`config.mk`:
```
export PLATFORM = sky130hd
export DESIGN_NAME = segment_framer_with_ack_and_retry_flat
export DESIGN_NICKNAME = d
export VERILOG_FILES = /design/src/sv/sfr_pkg.sv /design/src/sv/sfr_in_if.sv /design/src/sv/sfr_out_if.sv /design/src/sv/sfr_ram.sv /design/src/sv/sfr_seq.sv /design/src/sv/segment_framer_with_ack_and_retry.sv /design/src/flat_wrapper.sv
export VERILOG_INCLUDE_DIRS = /design/src /design/src/sv
export SDC_FILE = /design/constraint.sdc
export NUM_CORES = 1
export LEC_CHECK = 0
export ABC_AREA = 1
export BUFFER_PORTS_ARGS = -buffer_cell sky130_fd_sc_hd__buf_2
export CAP_MARGIN = 10
export CORE_MARGIN = 3
export CORE_UTILIZATION = 55
export CTS_CLUSTER_SIZE = 28
export DETAILED_ROUTE_END_ITERATION = 12
export GPL_ROUTABILITY_DRIVEN = 1
export GPL_TIMING_DRIVEN = 0
export PLACE_DENSITY = 0.72
export SETUP_SLACK_MARGIN = 0.4
export SLEW_MARGIN = 15
export SYNTH_ARGS = -nofsm -noshare
export SYNTH_HDL_FRONTEND = slang
export SYNTH_SLANG_ARGS = --single-unit
```
`constraint.sdc`:
```
create_clock -name clk -period 11.6 [get_ports clk]
set_input_delay 1.16 -clock clk [delete_from_list [all_inputs] [get_ports clk]]
set_output_delay 1.16 -clock clk [all_outputs]
set_load 0.01 [all_outputs]
```
`src/sv/segment_framer_with_ack_and_retry_assert.svh`:
```
// assertion macros for the segment framer
`ifndef SEGMENT_FRAMER_WITH_ACK_AND_RETRY_ASSERT_SVH
`define SEGMENT_FRAMER_WITH_ACK_AND_RETRY_ASSERT_SVH

// same-cycle implication, sampled on clk, off during reset
`define SFR_ASSERT_NOW(lbl, ante, cons, msg) \
    lbl: assert property (@(posedge clk) disable iff (!rst_n) (ante) |-> (cons)) \
        else $error(msg);

// next-cycle implication, sampled on clk, off during reset
`define SFR_ASSERT_NXT(lbl, ante, cons, msg) \
    lbl: assert property (@(posedge clk) disable iff (!rst_n) (ante) |=> (cons)) \
        else $error(msg);

`endif

```
`src/sv/sfr_pkg.sv`:
```
`timescale 1ns / 1ps
// ----------------------------------------------------------------------------
// sfr_pkg
// Shared types, codes and constants of the segment framer.
// ----------------------------------------------------------------------------
package sfr_pkg;

    localparam int MAX_PAYLOAD_DEF = 16;
    localparam logic [7:0] TIMEOUT_RST = 8'd46;
    localparam logic [3:0] MAX_TRIES_RST = 4'd3;
    localparam int HDR_LEN = 5;
    localparam int OVERHEAD = 7;

    typedef enum logic [1:0] {
        REQ_SEND = 2'd0,
        REQ_RX   = 2'd1,
        REQ_TICK = 2'd2,
        REQ_NONE = 2'd3
    } req_type_t;

    typedef enum logic [1:0] {
        KIND_LINK   = 2'd0,
        KIND_APP    = 2'd1,
        KIND_STATUS = 2'd2
    } kind_t;

    typedef enum logic [2:0] {
        ST_NONE     = 3'd0,
        ST_ACK_OK   = 3'd1,
        ST_ACK_SEQ  = 3'd2,
        ST_BAD_SUM  = 3'd3,
        ST_BAD_LEN  = 3'd4,
        ST_RETRY    = 3'd5,
        ST_GAVE_UP  = 3'd6,
        ST_DATA_OK  = 3'd7
    } status_t;

    typedef enum logic {
        CFG_TIMEOUT   = 1'b0,
        CFG_MAX_TRIES = 1'b1
    } cfg_index_t;

    typedef struct packed {
        logic       valid;
        kind_t      kind;
        logic [7:0] data;
        logic [7:0] device;
        logic       is_ack;
        logic       run_end;
        status_t    status;
    } emit_t;

    function automatic logic [7:0] next_seq(input logic [7:0] s);
        logic [7:0] r;
        if (s == 8'd0 || s == 8'd255)
        begin
            r = 8'd1;
        end
        else
        begin
            r = s + 8'd1;
        end
        return r;
    endfunction

endpackage

```
`src/sv/sfr_in_if.sv`:
```
`timescale 1ns / 1ps
// ----------------------------------------------------------------------------
// sfr_in_if
// Request channel: valid/ready with one request's fields.
// ----------------------------------------------------------------------------
interface sfr_in_if;
    logic       valid;
    logic       ready;
    logic [1:0] req_type;
    logic [7:0] data_byte;
    logic       first;
    logic       last;
    logic [4:0] payload_len;
    logic [7:0] src_port;
    logic [7:0] dest_port;
    logic [7:0] device;

    modport source (
        output valid, req_type, data_byte, first, last, payload_len, src_port,
               dest_port, device,
        input  ready
    );
    modport sink (
        input  valid, req_type, data_byte, first, last, payload_len, src_port,
               dest_port, device,
        output ready
    );
endinterface

```
`src/sv/sfr_out_if.sv`:
```
`timescale 1ns / 1ps
// ----------------------------------------------------------------------------
// sfr_out_if
// Result channel: valid/ready with one result's fields.
// ----------------------------------------------------------------------------
interface sfr_out_if;
    logic       valid;
    logic       ready;
    logic [1:0] out_kind;
    logic [7:0] out_byte;
    logic [7:0] out_device;
    logic       is_ack;
    logic       run_end;
    logic [2:0] status;

    modport source (
        output valid, out_kind, out_byte, out_device, is_ack, run_end, status,
        input  ready
    );
    modport sink (
        input  valid, out_kind, out_byte, out_device, is_ack, run_end, status,
        output ready
    );
endinterface

```
`src/sv/sfr_ram.sv`:
```
`timescale 1ns / 1ps
// ----------------------------------------------------------------------------
// sfr_ram
// Generic single-write, single-read RAM with registered read data.
// ----------------------------------------------------------------------------
module sfr_ram #(
    parameter int WIDTH = 8,
    parameter int DEPTH = 23
) (
    input  logic                     clk,
    input  logic                     we,
    input  logic [$clog2(DEPTH)-1:0] waddr,
    input  logic [WIDTH-1:0]         wdata,
    input  logic [$clog2(DEPTH)-1:0] raddr,
    output logic [WIDTH-1:0]         rdata
);

    logic [WIDTH-1:0] mem [DEPTH];
    logic [WIDTH-1:0] rdata_reg;

    always_ff @(posedge clk)
    begin
        if (we)
        begin
            mem[waddr] <= wdata;
        end
        rdata_reg <= mem[raddr];
    end

    assign rdata = rdata_reg;

endmodule

```
`src/sv/sfr_seq.sv`:
```
`timescale 1ns / 1ps
// ----------------------------------------------------------------------------
// sfr_seq
// Sequencer of the framer: one shared 16-bit adder for send sums, receive
// checksum walk and ACK sums; timer and segment state.
// ----------------------------------------------------------------------------
module sfr_seq #(
    parameter int MAX_PAYLOAD = sfr_pkg::MAX_PAYLOAD_DEF,
    localparam int RX_DEPTH = MAX_PAYLOAD + sfr_pkg::OVERHEAD,
    localparam int AW = $clog2(RX_DEPTH),
    localparam int CW = $clog2(RX_DEPTH + 1),
    localparam int PW = $clog2(MAX_PAYLOAD + 1)
) (
    input  logic            clk,
    input  logic            rst_n,
    sfr_in_if.sink          req_ch,
    input  logic            out_free,
    input  logic [7:0]      timeout_ticks,
    input  logic [3:0]      max_tries,
    output sfr_pkg::emit_t  emit,
    output logic            ram_we,
    output logic [AW-1:0]   ram_waddr,
    output logic [7:0]      ram_wdata,
    output logic [AW-1:0]   ram_raddr,
    input  logic [7:0]      ram_rdata
);

    typedef enum logic [9:0] {
        S_IDLE  = 10'b0000000001,
        S_HDR   = 10'b0000000010,
        S_DATA  = 10'b0000000100,
        S_PAD   = 10'b0000001000,
        S_SUMHI = 10'b0000010000,
        S_SUMLO = 10'b0000100000,
        S_STAT  = 10'b0001000000,
        S_RXSUM = 10'b0010000000,
        S_RXCHK = 10'b0100000000,
        S_RXPAY = 10'b1000000000
    } state_t;

    state_t            state_reg, state_next;
    logic [CW-1:0]     cnt_reg, cnt_next;
    logic [7:0]        seq_reg, seq_next;
    logic [7:0]        tick_reg, tick_next;
    logic [3:0]        try_reg, try_next;
    logic              armed_reg, armed_next;
    logic [15:0]       tx_sum_reg, tx_sum_next;
    logic [15:0]       acc_reg, acc_next;
    logic [CW-1:0]     rx_count_reg, rx_count_next;
    logic              rx_ovf_reg, rx_ovf_next;
    logic              tx_open_reg, tx_open_next;
    logic [PW-1:0]     tx_left_reg, tx_left_next;
    logic [7:0]        hdr_reg [sfr_pkg::HDR_LEN];
    logic [7:0]        hdr_next [sfr_pkg::HDR_LEN];
    logic [7:0]        prev_reg, prev_next;
    logic [7:0]        tail_reg, tail_next;
    // per-request working registers
    logic [7:0]        dev_reg, dev_next;
    logic [7:0]        byte_reg, byte_next;
    logic [7:0]        b1_reg, b1_next;
    logic [7:0]        sp_reg, sp_next;
    logic [7:0]        dp_reg, dp_next;
    logic [7:0]        len_reg, len_next;
    logic [PW-1:0]     pad_reg, pad_next;
    logic              has_data_reg, has_data_next;
    logic              close_reg, close_next;
    logic              ack_mode_reg, ack_mode_next;
    sfr_pkg::status_t  status_reg, status_next;

    logic              accept;
    logic              acc_sel;
    logic              add_en;
    logic [7:0]        add_b;
    logic [15:0]       add_sum;
    logic [15:0]       tgt;
    logic [7:0]        hdr_byte;
    logic [CW-1:0]     cnt_eff;
    logic [CW-1:0]     cnt_new;
    logic              ovf_new;
    logic [PW-1:0]     left_eff;
    logic [PW-1:0]     n_after;
    logic              close_now;
    logic [7:0]        tc;
    logic [3:0]        tr;
    logic              sum_ok;
    logic [PW-1:0]     plen_rx;

    assign req_ch.ready = (state_reg == S_IDLE);
    assign accept = req_ch.valid && req_ch.ready;

    // shared adder: either the running send sum or the scratch accumulator
    assign acc_sel = ack_mode_reg || (state_reg == S_RXSUM);
    assign tgt = acc_sel ? acc_reg : tx_sum_reg;
    assign add_sum = tgt + {8'd0, add_b};

    assign sum_ok = (prev_reg == acc_reg[11:4]) && (tail_reg == acc_reg[7:0]);
    assign plen_rx = PW'(rx_count_reg - CW'(sfr_pkg::OVERHEAD));
    assign ram_raddr = cnt_next[AW-1:0];

    always_comb
    begin
        case (cnt_reg)
            CW'(0):  hdr_byte = seq_reg;
            CW'(1):  hdr_byte = b1_reg;
            CW'(2):  hdr_byte = sp_reg;
            CW'(3):  hdr_byte = dp_reg;
            default: hdr_byte = len_reg;
        endcase
    end

    always_comb
    begin
        state_next    = state_reg;
        cnt_next      = cnt_reg;
        seq_next      = seq_reg;
        tick_next     = tick_reg;
        try_next      = try_reg;
        armed_next    = armed_reg;
        tx_sum_next   = tx_sum_reg;
        acc_next      = acc_reg;
        rx_count_next = rx_count_reg;
        rx_ovf_next   = rx_ovf_reg;
        tx_open_next  = tx_open_reg;
        tx_left_next  = tx_left_reg;
        hdr_next      = hdr_reg;
        prev_next     = prev_reg;
        tail_next     = tail_reg;
        dev_next      = dev_reg;
        byte_next     = byte_reg;
        b1_next       = b1_reg;
        sp_next       = sp_reg;
        dp_next       = dp_reg;
        len_next      = len_reg;
        pad_next      = pad_reg;
        has_data_next = has_data_reg;
        close_next    = close_reg;
        ack_mode_next = ack_mode_reg;
        status_next   = status_reg;
        add_en        = 1'b0;
        add_b         = 8'd0;
        ram_we        = 1'b0;
        ram_waddr     = '0;
        ram_wdata     = req_ch.data_byte;
        cnt_eff       = '0;
        cnt_new       = '0;
        ovf_new       = 1'b0;
        left_eff      = '0;
        n_after       = '0;
        close_now     = 1'b0;
        tc            = tick_reg;
        tr            = try_reg;
        emit          = '0;
        emit.status   = status_reg;

        case (state_reg)
            S_IDLE:
            begin
                if (accept)
                begin
                    dev_next  = req_ch.device;
                    byte_next = req_ch.data_byte;
                    case (req_ch.req_type)
                        sfr_pkg::REQ_SEND:
                        begin
                            ack_mode_next = 1'b0;
                            status_next   = sfr_pkg::ST_NONE;
                            if (req_ch.first && int'(req_ch.payload_len) > MAX_PAYLOAD)
                            begin
                                tx_open_next = 1'b0;
                                status_next  = sfr_pkg::ST_BAD_LEN;
                                state_next   = S_STAT;
                            end
                            else if (!req_ch.first && !tx_open_reg)
                            begin
                                status_next = sfr_pkg::ST_BAD_LEN;
                                state_next  = S_STAT;
                            end
                            else if (req_ch.first && req_ch.payload_len == 5'd0)
                            begin
                                seq_next      = sfr_pkg::next_seq(seq_reg);
                                b1_next       = 8'd0;
                                sp_next       = req_ch.src_port;
                                dp_next       = req_ch.dest_port;
                                len_next      = 8'd0;
                                tx_sum_next   = 16'd0;
                                has_data_next = 1'b0;
                                pad_next      = '0;
                                close_next    = 1'b1;
                                tx_open_next  = 1'b0;
                                tx_left_next  = '0;
                                armed_next    = 1'b1;
                                tick_next     = 8'd0;
                                try_next      = 4'd0;
                                cnt_next      = '0;
                                state_next    = S_HDR;
                            end
                            else
                            begin
                                left_eff  = req_ch.first ? PW'(req_ch.payload_len) : tx_left_reg;
                                n_after   = left_eff - PW'(1);
                                close_now = (n_after == '0) || req_ch.last;
                                has_data_next = 1'b1;
                                close_next    = close_now;
                                pad_next      = req_ch.last ? n_after : '0;
                                tx_open_next  = !close_now;
                                tx_left_next  = close_now ? '0 : n_after;
                                if (req_ch.last && n_after != '0)
                                begin
                                    status_next = sfr_pkg::ST_BAD_LEN;
                                end
                                if (close_now)
                                begin
                                    armed_next = 1'b1;
                                    tick_next  = 8'd0;
                                    try_next   = 4'd0;
                                end
                                cnt_next = '0;
                                if (req_ch.first)
                                begin
                                    seq_next    = sfr_pkg::next_seq(seq_reg);
                                    b1_next     = 8'd0;
                                    sp_next     = req_ch.src_port;
                                    dp_next     = req_ch.dest_port;
                                    len_next    = {3'd0, req_ch.payload_len};
                                    tx_sum_next = 16'd0;
                                    state_next  = S_HDR;
                                end
                                else
                                begin
                                    state_next = S_DATA;
                                end
                            end
                        end
                        sfr_pkg::REQ_RX:
                        begin
                            cnt_eff = req_ch.first ? '0 : rx_count_reg;
                            ovf_new = req_ch.first ? 1'b0 : rx_ovf_reg;
                            cnt_new = cnt_eff;
                            if (cnt_eff < CW'(RX_DEPTH))
                            begin
                                ram_we    = 1'b1;
                                ram_waddr = cnt_eff[AW-1:0];
                                cnt_new   = cnt_eff + CW'(1);
                                for (int i = 0; i < sfr_pkg::HDR_LEN; i++)
                                begin
                                    if (cnt_eff == CW'(i))
                                    begin
                                        hdr_next[i] = req_ch.data_byte;
                                    end
                                end
                                prev_next = tail_reg;
                                tail_next = req_ch.data_byte;
                            end
                            else
                            begin
                                ovf_new = 1'b1;
                            end
                            rx_count_next = cnt_new;
                            rx_ovf_next   = ovf_new;
                            if (req_ch.last)
                            begin
                                if (ovf_new || cnt_new < CW'(sfr_pkg::OVERHEAD) ||
                                    hdr_reg[4] != 8'(cnt_new - CW'(sfr_pkg::OVERHEAD)))
                                begin
                                    status_next = sfr_pkg::ST_BAD_LEN;
                                    state_next  = S_STAT;
                                end
                                else
                                begin
                                    acc_next   = 16'd0;
                                    cnt_next   = '0;
                                    state_next = S_RXSUM;
                                end
                            end
                        end
                        sfr_pkg::REQ_TICK:
                        begin
                            if (armed_reg)
                            begin
                                status_next = sfr_pkg::ST_NONE;
                                tc = tick_reg + 8'd1;
                                if (tc == timeout_ticks && tr < max_tries)
                                begin
                                    status_next = sfr_pkg::ST_RETRY;
                                    tc = 8'd0;
                                    tr = tr + 4'd1;
                                end
                                if (tr == max_tries)
                                begin
                                    status_next = sfr_pkg::ST_GAVE_UP;
                                    armed_next  = 1'b0;
                                    tr = 4'd0;
                                    tc = 8'd0;
                                end
                                tick_next = tc;
                                try_next  = tr;
                                if (tc == 8'd0 && (tr != try_reg || !armed_next))
                                begin
                                    state_next = S_STAT;
                                end
                            end
                        end
                        default:
                        begin
                        end
                    endcase
                end
            end
            S_HDR:
            begin
                if (out_free)
                begin
                    emit.valid  = 1'b1;
                    emit.kind   = sfr_pkg::KIND_LINK;
                    emit.data   = hdr_byte;
                    emit.device = dev_reg;
                    emit.is_ack = ack_mode_reg;
                    add_en = 1'b1;
                    add_b  = hdr_byte;
                    cnt_next = cnt_reg + CW'(1);
                    if (cnt_reg == CW'(sfr_pkg::HDR_LEN - 1))
                    begin
                        cnt_next = '0;
                        if (has_data_reg)
                        begin
                            state_next = S_DATA;
                        end
                        else if (pad_reg != '0)
                        begin
                            state_next = S_PAD;
                        end
                        else
                        begin
                            state_next = S_SUMHI;
                        end
                    end
                end
            end
            S_DATA:
            begin
                if (out_free)
                begin
                    emit.valid   = 1'b1;
                    emit.kind    = sfr_pkg::KIND_LINK;
                    emit.data    = byte_reg;
                    emit.device  = dev_reg;
                    emit.is_ack  = ack_mode_reg;
                    emit.run_end = !close_reg;
                    add_en = 1'b1;
                    add_b  = byte_reg;
                    cnt_next = '0;
                    if (!close_reg)
                    begin
                        state_next = S_IDLE;
                    end
                    else if (pad_reg != '0)
                    begin
                        state_next = S_PAD;
                    end
                    else
                    begin
                        state_next = S_SUMHI;
                    end
                end
            end
            S_PAD:
            begin
                if (out_free)
                begin
                    emit.valid  = 1'b1;
                    emit.kind   = sfr_pkg::KIND_LINK;
                    emit.device = dev_reg;
                    emit.is_ack = ack_mode_reg;
                    cnt_next = cnt_reg + CW'(1);
                    if (cnt_reg == CW'(pad_reg) - CW'(1))
                    begin
                        state_next = S_SUMHI;
                    end
                end
            end
            S_SUMHI:
            begin
                if (out_free)
                begin
                    emit.valid  = 1'b1;
                    emit.kind   = sfr_pkg::KIND_LINK;
                    emit.data   = tgt[11:4];
                    emit.device = dev_reg;
                    emit.is_ack = ack_mode_reg;
                    state_next  = S_SUMLO;
                end
            end
            S_SUMLO:
            begin
                if (out_free)
                begin
                    emit.valid   = 1'b1;
                    emit.kind    = sfr_pkg::KIND_LINK;
                    emit.data    = tgt[7:0];
                    emit.device  = dev_reg;
                    emit.is_ack  = ack_mode_reg;
                    emit.run_end = 1'b1;
                    state_next   = S_IDLE;
                end
            end
            S_STAT:
            begin
                if (out_free)
                begin
                    emit.valid   = 1'b1;
                    emit.kind    = sfr_pkg::KIND_STATUS;
                    emit.run_end = 1'b1;
                    state_next   = S_IDLE;
                end
            end
            S_RXSUM:
            begin
                // read data is the entry at cnt_reg, prefetched by addressing the RAM with cnt_next
                add_en   = 1'b1;
                add_b    = ram_rdata;
                cnt_next = cnt_reg + CW'(1);
                if (cnt_reg == rx_count_reg - CW'(3))
                begin
                    cnt_next   = CW'(sfr_pkg::HDR_LEN);
                    state_next = S_RXCHK;
                end
            end
            S_RXCHK:
            begin
                cnt_next = CW'(sfr_pkg::HDR_LEN);
                if (hdr_reg[1] != 8'd0)
                begin
                    if (hdr_reg[0] != seq_reg)
                    begin
                        status_next = sfr_pkg::ST_ACK_SEQ;
                    end
                    else if (!sum_ok)
                    begin
                        status_next = sfr_pkg::ST_BAD_SUM;
                    end
                    else
                    begin
                        status_next = sfr_pkg::ST_ACK_OK;
                        armed_next  = 1'b0;
                    end
                    state_next = S_STAT;
                end
                else if (!sum_ok)
                begin
                    status_next = sfr_pkg::ST_BAD_SUM;
                    state_next  = S_STAT;
                end
                else
                begin
                    status_next   = sfr_pkg::ST_DATA_OK;
                    seq_next      = sfr_pkg::next_seq(seq_reg);
                    ack_mode_next = 1'b1;
                    acc_next      = 16'd0;
                    b1_next       = hdr_reg[0];
                    sp_next       = hdr_reg[3];
                    dp_next       = hdr_reg[2];
                    len_next      = hdr_reg[4];
                    pad_next      = plen_rx;
                    has_data_next = 1'b0;
                    close_next    = 1'b1;
                    if (plen_rx != '0)
                    begin
                        state_next = S_RXPAY;
                    end
                    else
                    begin
                        cnt_next   = '0;
                        state_next = S_HDR;
                    end
                end
            end
            S_RXPAY:
            begin
                if (out_free)
                begin
                    emit.valid = 1'b1;
                    emit.kind  = sfr_pkg::KIND_APP;
                    emit.data  = ram_rdata;
                    cnt_next   = cnt_reg + CW'(1);
                    if (cnt_reg == rx_count_reg - CW'(3))
                    begin
                        cnt_next   = '0;
                        state_next = S_HDR;
                    end
                end
            end
            default:
            begin
                state_next = S_IDLE;
            end
        endcase

        if (add_en)
        begin
            if (acc_sel)
            begin
                acc_next = add_sum;
            end
            else
            begin
                tx_sum_next = add_sum;
            end
        end
    end

    always_ff @(posedge clk or negedge rst_n)
    begin
        if (!rst_n)
        begin
            state_reg    <= S_IDLE;
            cnt_reg      <= '0;
            seq_reg      <= 8'd0;
            tick_reg     <= 8'd0;
            try_reg      <= 4'd0;
            armed_reg    <= 1'b0;
            tx_sum_reg   <= 16'd0;
            rx_count_reg <= '0;
            rx_ovf_reg   <= 1'b0;
            tx_open_reg  <= 1'b0;
            tx_left_reg  <= '0;
            ack_mode_reg <= 1'b0;
            status_reg   <= sfr_pkg::ST_NONE;
        end
        else
        begin
            state_reg    <= state_next;
            cnt_reg      <= cnt_next;
            seq_reg      <= seq_next;
            tick_reg     <= tick_next;
            try_reg      <= try_next;
            armed_reg    <= armed_next;
            tx_sum_reg   <= tx_sum_next;
            rx_count_reg <= rx_count_next;
            rx_ovf_reg   <= rx_ovf_next;
            tx_open_reg  <= tx_open_next;
            tx_left_reg  <= tx_left_next;
            ack_mode_reg <= ack_mode_next;
            status_reg   <= status_next;
        end
    end

    always_ff @(posedge clk)
    begin
        acc_reg      <= acc_next;
        hdr_reg      <= hdr_next;
        prev_reg     <= prev_next;
        tail_reg     <= tail_next;
        dev_reg      <= dev_next;
        byte_reg     <= byte_next;
        b1_reg       <= b1_next;
        sp_reg       <= sp_next;
        dp_reg       <= dp_next;
        len_reg      <= len_next;
        pad_reg      <= pad_next;
        has_data_reg <= has_data_next;
        close_reg    <= close_next;
    end

endmodule

```
`src/sv/segment_framer_with_ack_and_retry.sv`:
```
`timescale 1ns / 1ps
// ----------------------------------------------------------------------------
// segment_framer_with_ack_and_retry
// Transport segment engine: send framing, receive check, ACK reply, retry timer.
// ----------------------------------------------------------------------------
// One request is worked on at a time; ready is high only between requests.
// Requests that give no result (a non-final receive byte, a quiet tick, type 3)
// leave ready high. Every other request puts out one result per cycle while
// the result channel takes them: a send byte gives up to 5 + 1 + pad + 2
// results. The final byte of a received segment of n bytes first walks the
// receive buffer through its single read port with one shared 16-bit adder
// over its first n - 2 bytes and checks it; a good data segment then emits its
// payload and ACK segment at one byte per cycle while the result channel takes
// them. A result waiting in the output register does not block the next request.
module segment_framer_with_ack_and_retry #(
    parameter int MAX_PAYLOAD = sfr_pkg::MAX_PAYLOAD_DEF
) (
    input  logic       clk,
    input  logic       rst_n,
    sfr_in_if.sink     req_ch,
    sfr_out_if.source  res_ch,
    input  logic       cfg_we,
    input  logic       cfg_index,
    input  logic [7:0] cfg_data
);

    localparam int RX_DEPTH = MAX_PAYLOAD + sfr_pkg::OVERHEAD;
    localparam int AW = $clog2(RX_DEPTH);

    logic [7:0]     timeout_reg;
    logic [3:0]     max_tries_reg;
    logic           out_valid_reg;
    sfr_pkg::emit_t out_reg;
    sfr_pkg::emit_t emit;
    logic           out_free;
    logic           ram_we;
    logic [AW-1:0]  ram_waddr;
    logic [7:0]     ram_wdata;
    logic [AW-1:0]  ram_raddr;
    logic [7:0]     ram_rdata;

    always_ff @(posedge clk or negedge rst_n)
    begin
        if (!rst_n)
        begin
            timeout_reg   <= sfr_pkg::TIMEOUT_RST;
            max_tries_reg <= sfr_pkg::MAX_TRIES_RST;
        end
        else if (cfg_we)
        begin
            if (cfg_index == sfr_pkg::CFG_TIMEOUT)
            begin
                timeout_reg <= cfg_data;
            end
            else
            begin
                max_tries_reg <= cfg_data[3:0];
            end
        end
    end

    sfr_ram #(
        .WIDTH (8),
        .DEPTH (RX_DEPTH)
    ) u_rx_buf (
        .clk   (clk),
        .we    (ram_we),
        .waddr (ram_waddr),
        .wdata (ram_wdata),
        .raddr (ram_raddr),
        .rdata (ram_rdata)
    );

    sfr_seq #(
        .MAX_PAYLOAD (MAX_PAYLOAD)
    ) u_seq (
        .clk           (clk),
        .rst_n         (rst_n),
        .req_ch        (req_ch),
        .out_free      (out_free),
        .timeout_ticks (timeout_reg),
        .max_tries     (max_tries_reg),
        .emit          (emit),
        .ram_we        (ram_we),
        .ram_waddr     (ram_waddr),
        .ram_wdata     (ram_wdata),
        .ram_raddr     (ram_raddr),
        .ram_rdata     (ram_rdata)
    );

    // output register
    assign out_free = !out_valid_reg || res_ch.ready;

    always_ff @(posedge clk or negedge rst_n)
    begin
        if (!rst_n)
        begin
            out_valid_reg <= 1'b0;
        end
        else if (emit.valid)
        begin
            out_valid_reg <= 1'b1;
        end
        else if (res_ch.ready)
        begin
            out_valid_reg <= 1'b0;
        end
    end

    always_ff @(posedge clk)
    begin
        if (emit.valid)
        begin
            out_reg <= emit;
        end
    end

    assign res_ch.valid      = out_valid_reg;
    assign res_ch.out_kind   = out_reg.kind;
    assign res_ch.out_byte   = out_reg.data;
    assign res_ch.out_device = out_reg.device;
    assign res_ch.is_ack     = out_reg.is_ack;
    assign res_ch.run_end    = out_reg.run_end;
    assign res_ch.status     = out_reg.status;

`include "segment_framer_with_ack_and_retry_assert.svh"

    `SFR_ASSERT_NOW(a_emit_has_room, emit.valid, out_free, "result emitted into a full output register")
    `SFR_ASSERT_NXT(a_ready_after_end, emit.valid && emit.run_end, req_ch.ready, "not ready after last result")
    `SFR_ASSERT_NOW(a_no_emit_idle, req_ch.ready, !emit.valid, "result emitted while waiting for a request")

endmodule

```
`src/flat_wrapper.sv`:
```
// flat-port wrapper written by rule: the top's interface ports become plain ports
module segment_framer_with_ack_and_retry_flat 
#(
    parameter int MAX_PAYLOAD = sfr_pkg::MAX_PAYLOAD_DEF
)
  (clk, rst_n, cfg_we, cfg_index, cfg_data, req_ch_valid, req_ch_req_type, req_ch_data_byte, req_ch_first, req_ch_last, req_ch_payload_len, req_ch_src_port, req_ch_dest_port, req_ch_device, req_ch_ready, res_ch_valid, res_ch_out_kind, res_ch_out_byte, res_ch_out_device, res_ch_is_ack, res_ch_run_end, res_ch_status, res_ch_ready);
  sfr_in_if req_ch_i ();
  sfr_out_if res_ch_i ();
  input  logic clk;
  input  logic rst_n;
  input  logic cfg_we;
  input  logic cfg_index;
  input  logic [7:0] cfg_data;
  input wire logic [$bits(req_ch_i.valid)-1:0] req_ch_valid;
  input wire logic [$bits(req_ch_i.req_type)-1:0] req_ch_req_type;
  input wire logic [$bits(req_ch_i.data_byte)-1:0] req_ch_data_byte;
  input wire logic [$bits(req_ch_i.first)-1:0] req_ch_first;
  input wire logic [$bits(req_ch_i.last)-1:0] req_ch_last;
  input wire logic [$bits(req_ch_i.payload_len)-1:0] req_ch_payload_len;
  input wire logic [$bits(req_ch_i.src_port)-1:0] req_ch_src_port;
  input wire logic [$bits(req_ch_i.dest_port)-1:0] req_ch_dest_port;
  input wire logic [$bits(req_ch_i.device)-1:0] req_ch_device;
  output wire logic [$bits(req_ch_i.ready)-1:0] req_ch_ready;
  output wire logic [$bits(res_ch_i.valid)-1:0] res_ch_valid;
  output wire logic [$bits(res_ch_i.out_kind)-1:0] res_ch_out_kind;
  output wire logic [$bits(res_ch_i.out_byte)-1:0] res_ch_out_byte;
  output wire logic [$bits(res_ch_i.out_device)-1:0] res_ch_out_device;
  output wire logic [$bits(res_ch_i.is_ack)-1:0] res_ch_is_ack;
  output wire logic [$bits(res_ch_i.run_end)-1:0] res_ch_run_end;
  output wire logic [$bits(res_ch_i.status)-1:0] res_ch_status;
  input wire logic [$bits(res_ch_i.ready)-1:0] res_ch_ready;
  assign req_ch_i.valid = req_ch_valid;
  assign req_ch_i.req_type = req_ch_req_type;
  assign req_ch_i.data_byte = req_ch_data_byte;
  assign req_ch_i.first = req_ch_first;
  assign req_ch_i.last = req_ch_last;
  assign req_ch_i.payload_len = req_ch_payload_len;
  assign req_ch_i.src_port = req_ch_src_port;
  assign req_ch_i.dest_port = req_ch_dest_port;
  assign req_ch_i.device = req_ch_device;
  assign req_ch_ready = req_ch_i.ready;
  assign res_ch_valid = res_ch_i.valid;
  assign res_ch_out_kind = res_ch_i.out_kind;
  assign res_ch_out_byte = res_ch_i.out_byte;
  assign res_ch_out_device = res_ch_i.out_device;
  assign res_ch_is_ack = res_ch_i.is_ack;
  assign res_ch_run_end = res_ch_i.run_end;
  assign res_ch_status = res_ch_i.status;
  assign res_ch_i.ready = res_ch_ready;
  segment_framer_with_ack_and_retry #(.MAX_PAYLOAD(MAX_PAYLOAD)) u_core (.clk(clk), .rst_n(rst_n), .req_ch(req_ch_i), .res_ch(res_ch_i), .cfg_we(cfg_we), .cfg_index(cfg_index), .cfg_data(cfg_data));
endmodule
```
---- Word-level counts from Yosys, hierarchy flattened ----
Memory sizes are Yosys's and may differ from the RTL's. A register that Yosys moved wholly into a read port is not among the register bits.
Cells that the tools add are included.
word-level totals
  bits in registers ....................... 231
  word-level logic and storage cells ...... 419
  memories kept ........................... 1
  bits in writable memories ............... 184
  output and inout port bits .............. 25
  bits of input ports ..................... 55
cells by class
  reductions and logical operators ........ 56
  $add $sub $neg .......................... 11
  multiplexer cells ....................... 242
  bitwise logic cells ..................... 3
  equality and inequality tests ........... 63
  $lt $le $gt $ge ......................... 4
memory list
  memory               depth  width  read ports  clocked after Yosys merged registers in  wr ports  RTL line       RTL
  u_core.u_rx_buf.mem  23     8      1           1                                        1         sfr_ram.sv:18  logic [WIDTH-1:0] mem [DEPTH];
operators by type and width
  operator                                                         count
  8-bit two-way mux                                                55
  16-bit two-way mux                                               18
  10-bit two-way mux                                               18
  5-bit two-way mux                                                34
  8-bit one-hot mux with 2 select lines                            6
  10-bit one-hot mux with 9 select lines                           1
  4-bit two-way mux                                                15
  3-bit two-way mux                                                19
  1-bit two-way mux                                                46
  9-bit one-hot mux with 5 select lines                            1
  21-bit two-way mux                                               2
  20-bit two-way mux                                               2
  8-bit one-hot mux with 5 select lines                            1
  5-bit one-hot mux with 7 select lines                            1
  5-bit AND reduction                                              7
  16-bit one-hot mux with 2 select lines                           1
  8-bit one-hot mux with 4 select lines                            1
  10-bit one-hot mux with 3 select lines                           1
  2-bit inequality test, second input constant                     13
  8-bit == test                                                    3
  8-bit one-hot mux with 3 select lines                            1
  3-bit inequality test, second input constant                     7
  3-bit one-hot mux with 7 select lines                            1
  5-bit by 2-bit == test with 1-bit output, second input constant  4
  65 further kinds                                                 121

---- Logic depth before layout (Yosys ltp) ----
  word-level depth ........................ 22
  mapped depth ............................ 30

---- Modules after synthesis ----
From an unflattened synthesis, not the netlist that was laid out.
unflattened totals
  cells, all modules ...................... 2079
  area, all modules ....................... 20044.2 sq um
by module, submodules not included
  module                             times used  cells each  area each (sq um)
  sfr_seq                            1           1344        11064.4
  sfr_ram                            1           656         7758.7
  segment_framer_with_ack_and_retry  1           79          1221.2

---- Worst setup path before layout ----
Ideal clock, no wire load.
  path type ............................... input to register
  start ................................... in req_ch_valid
  end ..................................... mem u_core.u_rx_buf.mem[2][0], enable pin
  arrival time ............................ 4179 ps
  cell stages on the path ................. 12
  data required time ...................... 11230 ps
  path slack .............................. 7051 ps
  cell sequence ........................... inv_1 -> nor2_2 -> inv_1 -> nor2_1 -> inv_1 -> nor2_1 -> inv_1 -> nor2_1 -> inv_1 -> or2_0 -> clkbuf_1 -> nor2_1
between the ends
  cells in the longest elaborated chain, start to end .. 5
  elaborated cells between the ends (all ways) .. 7
  those cells by class .................... mux: 6; reduce/logical: 1
ends and longest elaborated chain
  item                                     RTL line            RTL
  start: declaration                       flat_wrapper.sv:14  input wire logic [$bits(req_ch_i.valid)-1:0] req_ch_valid;
  1-bit logical AND *                      sfr_seq.sv:89       assign accept = req_ch.valid && req_ch.ready;
  1-bit two-way mux                        sfr_seq.sv:158      if (accept)
  1-bit two-way mux                        sfr_seq.sv:155      case (state_reg)
  1-bit two-way mux                        sfr_ram.sv:23       if (we)
  1-bit two-way mux (not written as such)  sfr_ram.sv:25       mem[waddr] <= wdata;
  end: declaration                         sfr_ram.sv:18
Mark *: on every way between the ends. The rest lies on a longest branch, timed or not.

---- Final worst setup path ----
  start ................................... reg u_core.u_seq.state_reg[9]
  end ..................................... mem u_core.u_rx_buf.mem[6][7], enable pin
between the ends
  cells in the longest elaborated chain, start to end .. 6
  elaborated cells between the ends (all ways) .. 8
  those cells by class .................... eq/ne: 1; mux: 6; reduce/logical: 1
ends and longest elaborated chain
  item                                         RTL line                       RTL
  start: declaration                           sfr_seq.sv:41                  state_t state_reg, state_next;
  start signal: assignment                     sfr_seq.sv:531                 state_reg <= state_next;
  10-bit by 1-bit == test with 1-bit output *  sfr_seq.sv:88, sfr_seq.sv:155
  1-bit logical AND                            sfr_seq.sv:89
  1-bit two-way mux                            sfr_seq.sv:158
  1-bit two-way mux                            sfr_seq.sv:155
  1-bit two-way mux                            sfr_ram.sv:23
  1-bit two-way mux (not written as such)      sfr_ram.sv:25
Marked as above.

==> run summary <==
Clock skew on the completed layout was measured at 0.0253 ns. The register with the most flip-flops in the layout has 184 of them. The share of synthesized registers carrying an async set or reset is 18.6%. Each instance of the synthesized netlist takes up on average 9.69 sq um. The tools report the number of buffers on the longest clock path as 3.

The logs give 0 for the count of nets left with antenna violations after detail routing and 0.965 for the global placement routability congestion. For this run, design rule violations remaining after detail routing come to 0. The power density over cell area came out at 261 nW/um^2.

Critical path startpoint category: a flop. In this run, CTS created clock tree buffers numbering 43. Type of the most critical hold path: flop to flop. The number of global-route vias before repair is 14900. The run gives 3.39 mW as the internal cell power. Combinational logic is responsible for 45.2% of the overall power. Entering global routing, the biggest net connects 58 pins. The worst hold margin is 0.456 ns.

The total count of hold-check failures in the final report was 0; the number of diodes was 0. Adding up every negative setup slack in the final design gives 0 ns. The clock tree root buffer cell is clkbuf_16. In the global route stage, overall resource usage came out at 26.5%. For this design the total switching power over the nets is 2.50 mW. The clock latency at the later pin of the worst-skew pair is 0.58 ns, and the static leakage is 9.42 nW. The total overflow left after global routing is 0. For the worst setup path, the data arrival time is 5.47 ns. For the final number of max-transition violations, the log shows 0. Width of the chip: 197 microns.

The flow ran to the end, and the final reports show no timing, DRC or antenna violations. The clock period minus worst slack was 5.27 ns. The first global-routing pass estimated 80800 microns of wire. The slew at the pin closest to its max-slew limit works out to 1.09 ns.

The clock-pin slew on the worst setup and hold paths came out at 0.06 ns. The delay of the slowest cell on the worst path is 0.88 ns. The synthesized netlist net count was 2171; the number of synthesized register bits was 415. The synthesized design devotes to its leading area cell type 47.4% of total area.

The starting density of the core was 56.3%; the core region area was 35800 sq um. The final layout contains 2298 nets. The reg2reg setup slack was 6.33 ns; the per-cell via count in the routed design was 5.68. The tools report the number of search-and-repair iterations in the first detailed-routing pass as 6. The most prevalent standard cell on the critical path is inv_1.

The clock sink count is 415. The kind of critical path was flop to flop. The number of placed instances with taps included was 2624. After synthesis, the most frequently instantiated cells are nand2_1, edfxtp_1, inv_1. Measured against its own limit, the worst slew margin works out to 27.5%. Count of cells resized by post-cts repair: 0. The element type at the critical path end was a flop. The routed wirelength normalized by instance count was 19.1 microns. In the post-synthesis netlist, the cell with the most instances is nand2_1. Along the worst path, the maximum fanout reaches 18.

edfxtp_1 takes more of the synthesized area than any other cell. Setup violations remaining at the end of the flow were counted as 0. The tools report the sequential fraction of design power as 32.5%. The largest delay contributor family on the critical path was simple AND/OR/NAND/NOR gates. The number of buffers and inverters on the critical path is 6. Compared with the post-synthesis result, the final layout area differs by 11.7%. Cells with a size suffix above 1 make up 10.5% of the layout. Setup repair after global routing left no endpoint under its margin.

In this run, synthesis inferred 318 flip-flops with an integrated enable. The floorplan has 69 rows. After synthesis the cells add up to 20200 sq um. For this run, the number of standard cells in the final layout without fillers is 2702.

The number of antenna violations at the first check in global routing is 0, and the violation count after the first detailed-routing iteration is 1269. For this run, the number of Yosys warnings is 0. Traced cell by cell, the critical path runs through nor2_2 -> inv_1 -> nor2_1 -> nand2_2 -> nor2_2 -> inv_1 -> nor2_1 -> inv_1 -> nor2_2 -> inv_1 -> nor2_1 -> inv_1 -> or2_0 -> clkbuf_1 -> nor2_1. The total die area was 39000 sq um. In this run, the clock network consumes 22.2% of the power. Synthesis produced a netlist whose cell count is 2081. Detailed routing inserted a total of 15300 vias. The floorplan step set the die height to 197 microns. Across the run, the number of max-cap violations was 0.

In the synthesized netlist the dominant register cell turns out to be edfxtp_1. After layout, the worst path uses 45.5% of the clock period. In the post-synthesis netlist, the biggest area contributors are edfxtp_1, nand2_1, dfrtp_1. TritonCTS built the clock tree. The largest individual stage delay along the critical path comes from the cell nor2_2. Across the VDD grid, the largest voltage drop is 187 uV. Buffers added to address setup during post-CTS repair amount to 0. The deepest level of the CTS H-tree was 2; the data required time of the critical path was 11.80 ns.

Static timing analysis puts the maximum clock frequency at 0.190 GHz. For the final routed wirelength across all metal layers, the log shows 51500 microns. The number of I/O port buffers was 79; the share of synthesized area occupied by flip-flops and latches was 58.9%. During I/O placement, the number of pins put on the boundary was 80.

Synthesis instantiated 67 different standard cells from the library. After clock tree synthesis, the flow added hold-fix buffers numbering 0. Detailed placement ended at an HPWL of 36400 microns. Net switching is 42.4% of the power.
==> worst paths after layout <==
kind / from / endpoint / cells after the start
setup / recovery: u_core.u_seq.state_reg[9]$_DFFE_PN0P_ / u_core.u_rx_buf.mem[6][7]$_DFFE_PP_ / 15
hold / removal: u_core.u_seq.status_reg[0]$_DFFE_PN0P_ / u_core.res_ch.status[0]$_DFFE_PP_ / 0
setup reg to reg: u_core.u_seq.state_reg[9]$_DFFE_PN0P_ / u_core.u_rx_buf.mem[6][7]$_DFFE_PP_ / 15
hold reg to reg: u_core.u_seq.status_reg[0]$_DFFE_PN0P_ / u_core.res_ch.status[0]$_DFFE_PP_ / 0
max in group asynchronous: rst_n / u_core.u_seq.state_reg[0]$_DFFE_PN1P_ / 2
min in group asynchronous: rst_n / u_core.u_seq.seq_reg[6]$_DFFE_PN0P_ / 1
==> routing by layer <==
metal,track usage (%),wire length [microns],vias up
met4,10.3,1940,0
met5,0,0,-
li1,-,-,7320
met2,43.9,24300,546
met1,36.0,21800,7366
met3,3.65,3380,109
==> cell usage in the layout, fill, tap and decap left out, drive strengths merged, types with 30 or more instances in the layout <==
| cell type | synthesis | routed |
|---|---|---|
| nand3b | 35 | 35 |
| dfrtp | 70 | 70 |
| xor2 | 32 | 32 |
| nor2 | 141 | 141 |
| o22ai | 30 | 30 |
| edfxtp | 318 | 318 |
| nor3 | 32 | 32 |
| o21ai | 95 | 95 |
| ha | 34 | 34 |
| inv | 283 | 284 |
| buf | 42 | 124 |
| nand3 | 250 | 250 |
| clkbuf | 23 | 85 |
| nand2 | 480 | 480 |
==> layout make-up <==
class	count	area, sq um
clock inverter	16	141
inverter	284	1070
tap	461	577
multi-input combinational	1317	6870
sequential	415	11900
timing repair buffer	82	452
clock buffer	62	1180
fill	2907	13300
buffer	65	358
==> logic make-up (layout without fill, tap and decap cells) <==
logic type	count (synthesis)	count (layout)	share of synthesized area, %
xor+xnor	59	59	2.56
fa+ha+maj	35	35	2.21
mux	4	4	0.223
compound gates	213	213	6.48
simple gates	1006	1006	22.5
buf+inv	349	509	7.06
flops	415	415	58.9
==> power groups by stage <==
stage | sequential, mW | combinational (mW) | clock [mW]
floorplan | 1.93 | 1.79 | 0
global placement | 1.94 | 2.56 | 0
detailed placement | 1.94 | 2.62 | 0
CTS | 1.91 | 2.63 | 1.33
global route | 1.93 | 2.92 | 1.39
finish | 1.91 | 2.66 | 1.31
==> stage by stage <==
step                      util (%)  instance area (sq um)  setup WS, ns  power, mW
after floorplan                  -                  20200          7.05       3.71
after global placement        59.0                  21100          5.03       4.50
after detailed placement      59.2                  21200          6.12       4.56
final                         62.9                  22500          6.33       5.89
after CTS                     62.9                  22500          6.36       5.87
after global routing          62.9                  22500          6.01       6.24
(Power assumes the default switching activity.)
